`src/rtl/wfa_pkg.sv`:
```
`default_nettype none

package wfa_pkg;

    // Fixed field widths.
    localparam int RANGE_W = 16;
    localparam int GAIN_W  = 16;
    localparam int SPEED_W = 9;
    localparam int HEAD_W  = 32;

    // Operand widths of the PID terms.
    localparam int ERR_W  = RANGE_W + 2;    // signed error or reading change, negated
    localparam int SUM_W  = HEAD_W + 1;     // signed error sum, negated
    localparam int PA_W   = GAIN_W + 1 + ERR_W;
    localparam int PB_W   = GAIN_W + 1 + SUM_W;
    localparam int ACC_W  = PB_W + 1;

    // Speeds and the avoidance turn (10 degrees in 1/4096 degree).
    localparam logic [SPEED_W-1:0]        ROAM_SPEED   = 9'd200;
    localparam logic [SPEED_W-1:0]        STOP_SPEED   = 9'd0;
    localparam logic signed [HEAD_W-1:0]  AVOID_TURN   = 32'sd40960;
    localparam logic signed [HEAD_W-1:0]  HEAD_MAX     = 32'sh7FFF_FFFF;
    localparam logic signed [HEAD_W-1:0]  HEAD_MIN     = 32'sh8000_0000;

    // Register reset values.
    localparam logic [GAIN_W-1:0]  RST_P_GAIN     = 16'd82;
    localparam logic [GAIN_W-1:0]  RST_I_GAIN     = 16'd0;
    localparam logic [GAIN_W-1:0]  RST_D_GAIN     = 16'd4096;
    localparam logic [RANGE_W-1:0] RST_FOLLOW     = 16'd700;
    localparam logic [RANGE_W-1:0] RST_DETECT     = 16'd1000;
    localparam logic [RANGE_W-1:0] RST_AVOID      = 16'd650;
    localparam logic [RANGE_W-1:0] RST_ROAM       = 16'd1500;
    localparam logic [SPEED_W-1:0] RST_FAST_SPEED = 9'd250;

    // Configuration register indexes.
    typedef enum logic [2:0] {
        CFG_P_GAIN          = 3'd0,
        CFG_I_GAIN          = 3'd1,
        CFG_D_GAIN          = 3'd2,
        CFG_FOLLOW_DISTANCE = 3'd3,
        CFG_DETECT_DISTANCE = 3'd4,
        CFG_AVOID_DISTANCE  = 3'd5,
        CFG_ROAM_LIMIT      = 3'd6,
        CFG_FAST_SPEED      = 3'd7
    } t_cfg_idx;

    // Steering modes.
    typedef enum logic [2:0] {
        MODE_IDLE   = 3'd0,
        MODE_LEFT   = 3'd1,
        MODE_RIGHT  = 3'd2,
        MODE_WANDER = 3'd3,
        MODE_AVOID  = 3'd4
    } t_mode;

    typedef struct packed {
        logic [RANGE_W-1:0] left_range;
        logic [RANGE_W-1:0] right_range;
        logic [RANGE_W-1:0] front_range;
        logic               obstacle_on_right;
    } t_in_item;

    typedef struct packed {
        logic [SPEED_W-1:0]        speed_cmd;
        logic signed [HEAD_W-1:0]  heading_delta;
        t_mode                     mode;
    } t_out_item;

    typedef struct packed {
        logic [GAIN_W-1:0]  p_gain;
        logic [GAIN_W-1:0]  i_gain;
        logic [GAIN_W-1:0]  d_gain;
        logic [RANGE_W-1:0] follow_distance;
        logic [RANGE_W-1:0] detect_distance;
        logic [RANGE_W-1:0] avoid_distance;
        logic [RANGE_W-1:0] roam_limit;
        logic [SPEED_W-1:0] fast_speed;
    } t_cfg;

    // Register load strobes.
    typedef struct packed {
        logic take;       // the item in the input register is processed this cycle
        logic out_load;
    } t_pipe_ctl;

    // Mode decision and PID operands handed to the PID datapath.
    typedef struct packed {
        logic                      use_pid;
        logic                      negate;
        logic signed [ERR_W-1:0]   err_op;
        logic signed [SUM_W-1:0]   sum_op;
        logic signed [ERR_W-1:0]   diff_op;
        logic [SPEED_W-1:0]        speed;
        logic signed [HEAD_W-1:0]  heading;
        t_mode                     mode;
    } t_stage1;

endpackage

`default_nettype wire

```
`src/rtl/wfa_cfg_regs.sv`:
```
`default_nettype none

module wfa_cfg_regs (
    input  wire logic                 i_clk,
    input  wire logic                 i_rst_n,
    input  wire logic                 i_cfg_valid,
    input  wire logic                 i_cfg_ready,
    input  wire wfa_pkg::t_cfg_idx    i_cfg_index,
    input  wire logic [15:0]          i_cfg_data,
    output wfa_pkg::t_cfg             o_cfg
);
    import wfa_pkg::*;

    t_cfg r_cfg;

    // Register file, written one register per transfer.
    always_ff @(posedge i_clk) begin
        if (!i_rst_n) begin
            r_cfg.p_gain          <= RST_P_GAIN;
            r_cfg.i_gain          <= RST_I_GAIN;
            r_cfg.d_gain          <= RST_D_GAIN;
            r_cfg.follow_distance <= RST_FOLLOW;
            r_cfg.detect_distance <= RST_DETECT;
            r_cfg.avoid_distance  <= RST_AVOID;
            r_cfg.roam_limit      <= RST_ROAM;
            r_cfg.fast_speed      <= RST_FAST_SPEED;
        end else if (i_cfg_valid && i_cfg_ready) begin
            case (i_cfg_index)
                CFG_P_GAIN:          r_cfg.p_gain          <= i_cfg_data;
                CFG_I_GAIN:          r_cfg.i_gain          <= i_cfg_data;
                CFG_D_GAIN:          r_cfg.d_gain          <= i_cfg_data;
                CFG_FOLLOW_DISTANCE: r_cfg.follow_distance <= i_cfg_data;
                CFG_DETECT_DISTANCE: r_cfg.detect_distance <= i_cfg_data;
                CFG_AVOID_DISTANCE:  r_cfg.avoid_distance  <= i_cfg_data;
                CFG_ROAM_LIMIT:      r_cfg.roam_limit      <= i_cfg_data;
                CFG_FAST_SPEED:      r_cfg.fast_speed      <= i_cfg_data[SPEED_W-1:0];
                default: begin
                end
            endcase
        end
    end

    assign o_cfg = r_cfg;

endmodule

`default_nettype wire

```
`src/rtl/wfa_decide.sv`:
```
`default_nettype none

module wfa_decide (
    input  wire logic                 i_clk,
    input  wire logic                 i_rst_n,
    input  wire wfa_pkg::t_pipe_ctl   i_ctl,
    input  wire wfa_pkg::t_in_item    i_item,
    input  wire wfa_pkg::t_cfg        i_cfg,
    output wfa_pkg::t_stage1          o_s1
);
    import wfa_pkg::*;

    // Controller state.
    logic                      r_avoiding, n_avoiding;
    logic                      r_turn_locked, n_turn_locked;
    logic                      r_turn_right, n_turn_right;
    logic signed [HEAD_W-1:0]  r_error_sum, n_error_sum;
    logic [RANGE_W-1:0]        r_prior_reading, n_prior_reading;
    logic [SPEED_W-1:0]        r_speed, n_speed;
    t_stage1                   dec;

    logic                      fl, fr, wander, avoid, pid;
    logic [RANGE_W-1:0]        reading;
    logic signed [RANGE_W:0]   err, diff;
    logic signed [HEAD_W:0]    sum_wide;
    logic signed [HEAD_W-1:0]  sum_sat;
    logic signed [ERR_W-1:0]   err_ext, diff_ext;
    logic signed [SUM_W-1:0]   sum_ext;
    logic signed [HEAD_W-1:0]  turn_held, turn_new;

    // Mode choice, PID front end and the next state.
    always_comb begin
        fl = (i_item.left_range < i_cfg.detect_distance)
             && (i_item.left_range < i_item.right_range) && !r_avoiding;
        fr = (i_item.right_range < i_cfg.detect_distance)
             && (i_item.right_range < i_item.left_range) && !r_avoiding;
        pid = fl || fr;
        wander = !r_avoiding && !fl && !fr
                 && (i_item.front_range > i_cfg.roam_limit)
                 && (i_item.left_range > i_cfg.roam_limit)
                 && (i_item.right_range > i_cfg.roam_limit);
        avoid = i_item.front_range < i_cfg.avoid_distance;

        reading = fl ? i_item.left_range : i_item.right_range;
        err  = $signed({1'b0, i_cfg.follow_distance}) - $signed({1'b0, reading});
        diff = $signed({1'b0, reading}) - $signed({1'b0, r_prior_reading});

        // Error sum saturates to the signed 32-bit range.
        sum_wide = $signed({r_error_sum[HEAD_W-1], r_error_sum})
                   + $signed({{(HEAD_W-RANGE_W){err[RANGE_W]}}, err});
        if (sum_wide[HEAD_W] != sum_wide[HEAD_W-1]) begin
            sum_sat = sum_wide[HEAD_W] ? HEAD_MIN : HEAD_MAX;
        end else begin
            sum_sat = sum_wide[HEAD_W-1:0];
        end

        // Left following negates the PID result, so negate its operands here.
        err_ext  = $signed({err[RANGE_W], err});
        diff_ext = $signed({diff[RANGE_W], diff});
        sum_ext  = $signed({sum_sat[HEAD_W-1], sum_sat});

        turn_held = r_turn_right ? AVOID_TURN : -AVOID_TURN;
        turn_new  = i_item.obstacle_on_right ? AVOID_TURN : -AVOID_TURN;

        n_error_sum       = pid ? sum_sat : r_error_sum;
        n_prior_reading   = pid ? reading : r_prior_reading;
        n_avoiding        = avoid;
        n_turn_locked     = avoid;
        n_turn_right      = (avoid && !r_turn_locked) ? i_item.obstacle_on_right
                                                      : r_turn_right;

        if (avoid) begin
            n_speed = STOP_SPEED;
        end else if (wander) begin
            n_speed = ROAM_SPEED;
        end else if (pid) begin
            n_speed = i_cfg.fast_speed;
        end else begin
            n_speed = r_speed;
        end

        dec.use_pid = pid && !avoid;
        dec.negate  = fl;
        dec.err_op  = fl ? -err_ext : err_ext;
        dec.sum_op  = fl ? -sum_ext : sum_ext;
        dec.diff_op = fl ? -diff_ext : diff_ext;
        dec.speed   = n_speed;

        // A held turn stays out through the first clear tick after avoidance.
        if (r_avoiding) begin
            dec.heading = turn_held;
        end else if (avoid) begin
            dec.heading = turn_new;
        end else begin
            dec.heading = '0;
        end

        if (avoid) begin
            dec.mode = MODE_AVOID;
        end else if (wander) begin
            dec.mode = MODE_WANDER;
        end else if (fr) begin
            dec.mode = MODE_RIGHT;
        end else if (fl) begin
            dec.mode = MODE_LEFT;
        end else begin
            dec.mode = MODE_IDLE;
        end
    end

    // State advances once per item leaving the input register.
    always_ff @(posedge i_clk) begin
        if (!i_rst_n) begin
            r_avoiding        <= 1'b0;
            r_turn_locked     <= 1'b0;
            r_turn_right      <= 1'b0;
            r_error_sum       <= '0;
            r_prior_reading   <= '0;
            r_speed           <= ROAM_SPEED;
        end else if (i_ctl.take) begin
            r_avoiding        <= n_avoiding;
            r_turn_locked     <= n_turn_locked;
            r_turn_right      <= n_turn_right;
            r_error_sum       <= n_error_sum;
            r_prior_reading   <= n_prior_reading;
            r_speed           <= n_speed;
        end
    end

    assign o_s1 = dec;

endmodule

`default_nettype wire

```
`src/rtl/wfa_pid.sv`:
```
`default_nettype none

module wfa_pid (
    input  wire logic                 i_clk,
    input  wire wfa_pkg::t_pipe_ctl   i_ctl,
    input  wire wfa_pkg::t_stage1     i_s1,
    input  wire wfa_pkg::t_cfg        i_cfg,
    output wfa_pkg::t_out_item        o_item
);
    import wfa_pkg::*;

    localparam logic signed [ACC_W-1:0] ACC_MAX = ACC_W'(HEAD_MAX);
    localparam logic signed [ACC_W-1:0] ACC_MIN = ACC_W'(HEAD_MIN);

    logic signed [PA_W-1:0]    pa;
    logic signed [PB_W-1:0]    pb;
    logic signed [PA_W-1:0]    pc;
    t_out_item                 r_out, n_out;

    logic signed [ACC_W-1:0]   acc, acc_lo;
    logic signed [HEAD_W-1:0]  pid_sat;

    // Gain products, sum of terms and saturation; a negated result never
    // reaches the most negative value, it stops one above it.
    always_comb begin
        pa = $signed({1'b0, i_cfg.p_gain}) * i_s1.err_op;
        pb = $signed({1'b0, i_cfg.i_gain}) * i_s1.sum_op;
        pc = $signed({1'b0, i_cfg.d_gain}) * i_s1.diff_op;

        acc = $signed({{(ACC_W-PA_W){pa[PA_W-1]}}, pa})
              + $signed({{(ACC_W-PB_W){pb[PB_W-1]}}, pb})
              - $signed({{(ACC_W-PA_W){pc[PA_W-1]}}, pc});
        acc_lo = i_s1.negate ? ACC_MIN + ACC_W'(1) : ACC_MIN;
        if (acc > ACC_MAX) begin
            pid_sat = HEAD_MAX;
        end else if (acc < acc_lo) begin
            pid_sat = acc_lo[HEAD_W-1:0];
        end else begin
            pid_sat = acc[HEAD_W-1:0];
        end

        n_out.speed_cmd     = i_s1.speed;
        n_out.heading_delta = i_s1.use_pid ? pid_sat : i_s1.heading;
        n_out.mode          = i_s1.mode;
    end

    // Result register.
    always_ff @(posedge i_clk) begin
        if (i_ctl.out_load) begin
            r_out <= n_out;
        end
    end

    assign o_item = r_out;

endmodule

`default_nettype wire

```
`src/rtl/wall_follow_avoid_controller.sv`:
```
`default_nettype none

// Steering controller for a sonar-equipped robot, one sensor reading per control
// tick. Each input transfer carries the left, right and front ranges and the side
// of the nearest frontal return; each produces exactly one result transfer with
// speed, heading change and mode, in input order. The block takes one item per
// clock cycle unless its input is stalled; each result passes through the two
// register stages (input, then result; the mode decision, error sum update, gain
// products and saturation all happen in one pass between them). While the result
// side stalls, an empty input register still takes one item, so input is stalled
// only when both registers are full. The configuration port is always ready; the
// user must write registers only while no item is in flight (not enforced here).
module wall_follow_avoid_controller (
    input  wire logic                 i_clk,
    input  wire logic                 i_rst_n,
    input  wire logic                 i_in_valid,
    output logic                      o_in_stall,
    input  wire wfa_pkg::t_in_item    i_in_item,
    output logic                      o_out_valid,
    input  wire logic                 i_out_stall,
    output wfa_pkg::t_out_item        o_out_item,
    input  wire logic                 i_cfg_valid,
    output logic                      o_cfg_ready,
    input  wire wfa_pkg::t_cfg_idx    i_cfg_index,
    input  wire logic [15:0]          i_cfg_data
);
    import wfa_pkg::*;

    logic       r_in_valid, r_out_valid;
    t_in_item   r_in_item;
    logic       en_in, en_out;
    t_pipe_ctl  ctl;
    t_cfg       cfg;
    t_stage1    s1;

    // Each register moves when it is empty or its successor moves.
    always_comb begin
        en_out        = !r_out_valid || !i_out_stall;
        en_in         = !r_in_valid || en_out;
        ctl.take      = en_out && r_in_valid;
        ctl.out_load  = en_out;
    end

    always_ff @(posedge i_clk) begin
        if (!i_rst_n) begin
            r_in_valid   <= 1'b0;
            r_out_valid  <= 1'b0;
        end else begin
            if (en_in) begin
                r_in_valid <= i_in_valid;
            end
            if (en_out) begin
                r_out_valid <= r_in_valid;
            end
        end
    end

    // Input register.
    always_ff @(posedge i_clk) begin
        if (en_in) begin
            r_in_item <= i_in_item;
        end
    end

    assign o_in_stall  = !en_in;
    assign o_out_valid = r_out_valid;
    assign o_cfg_ready = 1'b1;

    wfa_cfg_regs u_cfg (
        .i_clk       (i_clk),
        .i_rst_n     (i_rst_n),
        .i_cfg_valid (i_cfg_valid),
        .i_cfg_ready (o_cfg_ready),
        .i_cfg_index (i_cfg_index),
        .i_cfg_data  (i_cfg_data),
        .o_cfg       (cfg)
    );

    wfa_decide u_decide (
        .i_clk   (i_clk),
        .i_rst_n (i_rst_n),
        .i_ctl   (ctl),
        .i_item  (r_in_item),
        .i_cfg   (cfg),
        .o_s1    (s1)
    );

    wfa_pid u_pid (
        .i_clk  (i_clk),
        .i_ctl  (ctl),
        .i_s1   (s1),
        .i_cfg  (cfg),
        .o_item (o_out_item)
    );

endmodule

`default_nettype wire
```
`config.mk`:
```
export PLATFORM = sky130hd
export DESIGN_NAME = wall_follow_avoid_controller
export DESIGN_NICKNAME = d
export VERILOG_FILES = /design/src/rtl/wfa_pkg.sv /design/src/rtl/wfa_cfg_regs.sv /design/src/rtl/wfa_decide.sv /design/src/rtl/wfa_pid.sv /design/src/rtl/wall_follow_avoid_controller.sv
export SDC_FILE = /design/constraint.sdc
export NUM_CORES = 2
export LEC_CHECK = 0
export ABC_AREA = 1
export BUFFER_PORTS_ARGS = -buffer_cell sky130_fd_sc_hd__buf_2
export CORE_MARGIN = 4
export CORE_UTILIZATION = 67
export CTS_CLUSTER_SIZE = 10
export DETAILED_ROUTE_END_ITERATION = 12
export GPL_TIMING_DRIVEN = 0
export PLACE_DENSITY = 0.84
export SYNTH_ARGS = -nofsm -noshare
export SYNTH_HDL_FRONTEND = slang
export SYNTH_HIERARCHICAL = 1
export SYNTH_SLANG_ARGS = --single-unit
```
`constraint.sdc`:
```
create_clock -name i_clk -period 29.3 [get_ports i_clk]
set_input_delay 2.93 -clock i_clk [delete_from_list [all_inputs] [get_ports i_clk]]
set_output_delay 2.93 -clock i_clk [all_outputs]
set_load 0.01 [all_outputs]
```
==> results_dict.tcl <==
set metrics [dict create \
    all_layer_global_routing_usage_pct 44.1 \
    ant_nets 0 \
    routed_via_density 5.60 \
    grt_first_pass_wirelength_um 345000 \
    layout-area-overhead-vs-synth_pct 5.22 \
    yosys_warnings 6 \
    cts.sinks 275 \
    design.die.area_sq_um 105000 \
    clockRootBuffer "sky130_fd_sc_hd__clkbuf_16" \
    asyncSetResetFlopFracSynth_pct 0 \
    r2r-end "u_pid/o_item[28]" \
    cts_setup_buffers 0 \
    cp.arrival_ps 19880 \
    synthSimpleGateAreaFrac_pct 20.7 \
    period_share_pct 66.6 \
    post_synth_xor_area_fraction_pct 1.19 \
    dr.first_iter.drc_count 6830 \
    drc 0 \
    number_of_core_rows 115 \
    max_cap_violations 0 \
    cp-start-kind "register" \
    fp.dieW_um 324 \
    final.setup_skew_ps 58.5 \
    worst_hold_path.endpoint "u_cfg/o_cfg[47]" \
    grt.met2_usage_pct 65.5 \
    drive_gt1_share_pct 4.64 \
    reg2reg_depth 83 \
    nFillCells 8152 \
    final-setup-viol-count 0 \
    post-route-min-period_ps 19520 \
    grt_pass1_vias 59354 \
    worst_hold_path_type "register to register" \
    die_height_um 324 \
    cts_resized 0 \
    compound_gate_portion_of_the_synthesized_area_pct 3.34 \
    floorplan.initialDensity_pct 67.8 \
    yosys_most_used_dff "sky130_fd_sc_hd__dfxtp_1" \
    drt-pass1-iter-count 9 \
    setup_total_negative_slack_ps 0 \
    io_pins 120 \
    grt_busiest_layer "met2" \
    reg2reg_slack_ps 9780 \
    overflow 0 \
    numCtsBuffers 36 \
    fmax_mhz 51.2 \
    num-nets-final 10915 \
    slew_violations 0 \
    path_type_of_the_worst_setup_path "register to register" \
    synth_adder_area_share_pct 48.2 \
    hpwlAfterDp_um 193000 \
    detailroute.via_count 58154 \
    clk-insertion-delay-late_ps 620 \
    critical-path-slowest-cell "sky130_fd_sc_hd__o21ai_0" \
    synth_enable_flop_cells 93 \
    rsz0062_at_grt "false" \
    io_buffers 118 \
    synth_top_family_by_area "adder cells" \
    syn-instance-count 8888 \
    cts_max_level 2 \
    met1_usage_pct 58.6 \
    critPathCaptureType "register" \
    clk_pin_slew_worst_paths_ps 60 \
    core-area_sq_um 98900 \
    worst_ep_required_time_ps 29660 \
    postSynthRegisterBits 275 \
    outcome "finished clean" \
    crit_top_cell "sky130_fd_sc_hd__nand2_1" \
    grt_util_met3_pct 14.8 \
    synth_seq_area_share_pct 9.61 \
    synth.area.mux_share_pct 0 \
    critical_path.startpoint "r_in_item[32]" \
    critical_path.reg2reg.startpoint "r_in_item[32]" \
    wl_per_cell_um 21.6 \
    critPathMaxFanout 18 \
    max-clock-path-buffers 3 \
    gp_congestion 1.05 \
    cts_tree "yes" \
    delay_of_the_slowest_cell_on_the_worst_path_ps 860 \
    worst_slew_pin_slew_ps 1370 \
    syn_area_sq_um 67000 \
    final-hold-violation-count 0 \
    antenna_found_initial 6 \
    worst_rel_slew_slack_pct 8.36 \
    maximum_number_of_pins_on_one_net_before_global_route_repair 52 \
    post_synth.cell_area_avg_sq_um 7.54 \
    count_of_cell_types_in_the_netlist 56 \
    wirelength_um 225000 \
    cell_depth_of_the_worst_min_delay_path 2 \
    origin_of_the_worst_min_delay_path "u_cfg/o_cfg[47]" \
    cts-hold-fix-buffers 0 \
]
==> worst max path at each step <==
stage,to,slack [ps],cells past startpoint
6_report,u_pid/o_item[28],9780,83
5_1_grt,u_pid/o_item[30],8710,87
3_5_place_dp,u_pid/o_item[31],10370,86
2_1_floorplan,u_pid/o_item[3],14630,85
4_1_cts,u_pid/o_item[31],10240,86
3_3_place_gp,u_pid/o_item[28],10530,87
==> flip-flops by register name (all words and copies together), names as in the netlist <==
register	count
u_decide/r_speed	9
u_decide/r_turn_locked	1
u_decide/r_prior_reading	16
r_in_item	49
u_decide/r_error_sum	32
o_out_valid	1
u_decide/r_turn_right	1
r_in_valid	1
u_pid/o_item	44
u_cfg/o_cfg	121
==> synthesized netlist by cell type (43+ instances only) <==
cell,number,area (sq um)
sky130_fd_sc_hd__a21oi_1,269,1350
sky130_fd_sc_hd__buf_2,43,215
sky130_fd_sc_hd__buf_4,43,323
sky130_fd_sc_hd__clkbuf_1,285,1070
sky130_fd_sc_hd__dfxtp_1,182,3640
sky130_fd_sc_hd__edfxtp_1,93,2790
sky130_fd_sc_hd__fa_1,1329,26600
sky130_fd_sc_hd__ha_1,452,5660
sky130_fd_sc_hd__inv_1,2530,9500
sky130_fd_sc_hd__nand2_1,2429,9120
sky130_fd_sc_hd__nand2_2,58,363
sky130_fd_sc_hd__nand3_1,340,1700
sky130_fd_sc_hd__nand4_1,51,319
sky130_fd_sc_hd__nor2_1,351,1320
sky130_fd_sc_hd__o21ai_0,76,380
sky130_fd_sc_hd__xor2_1,68,596
==> layout make-up <==
| cell class | instances | area, sq um | area share, % |
|---|---|---|---|
| Multi-Input combinational cell | 5673 | 49200 | 69.9 |
| Inverter | 2554 | 9590 | 13.6 |
| Sequential cell | 275 | 6440 | 9.13 |
| Buffer | 400 | 1800 | 2.56 |
| Tap cell | 1287 | 1610 | 2.28 |
| Clock buffer | 57 | 1020 | 1.45 |
| Timing Repair Buffer | 121 | 646 | 0.916 |
| Clock inverter | 7 | 143 | 0.202 |
| Antenna cell | 4 | 10.0 | 0.0142 |
==> logic make-up after synthesis <==
family,count (synthesis)
simple gates,3371
buf+inv,2954
fa+ha+maj,1781
compound gates,414
flops,275
xor+xnor,91
other cells,2
==> routing by layer <==
| metal | wire, um | up-vias | share of wire (%) |
|---|---|---|---|
| met5 | 92 | - | 0.041 |
| met4 | 14200 | 8 | 6.3 |
| met3 | 32800 | 739 | 15 |
| met2 | 95000 | 3786 | 42 |
| met1 | 82500 | 27926 | 37 |
| li1 | - | 25695 | - |
==> critical path, delay by kind of cell, from the launching register on <==
kind,cells,cell delay [ps]
adders and majority gates,15,7360
AOI/OAI and AO/OA,9,1990
buffers and inverters,16,3450
xor gates and xnor gates,2,400
DFF,1,500
and+or+nand+nor,41,5520
==> per-stage QoR <==
stage                     instances  util [%]  setup WS [ps]  instance area [sq um]  hold WS (ps)
after floorplan                8902         -          14630                  67000           427
after global placement        10307      70.1          10530                  69300           438
after detailed placement      10309      70.1          10370                  69300           444
after global routing          10376      71.3           8710                  70500           484
after CTS                     10373      71.3          10240                  70500           458
final                         10378      71.3           9780                  70500           460
==> cells in the final DEF (no fill, tap or decap), drive strengths merged, types with 9 or more instances in the layout <==
master,netlist,routed
dfxtp,182,182
clkinv,5,10
ha,452,452
conb,2,16
o21ai,83,83
o21bai,13,13
nand3,355,355
nor2,399,399
nand3b,27,27
o21a,13,13
nand2,2488,2488
xnor2,23,23
inv,2549,2550
fa,1329,1329
nand4,52,52
edfxtp,93,93
or2,10,10
a21o,9,9
a21oi,273,273
nor3,30,30
buf,113,234
clkbuf,285,342
xor2,68,68
Power is left out: the tool's default activity adds up to more than one toggle a clock period on the data nets, which glitch-free logic cannot reach.
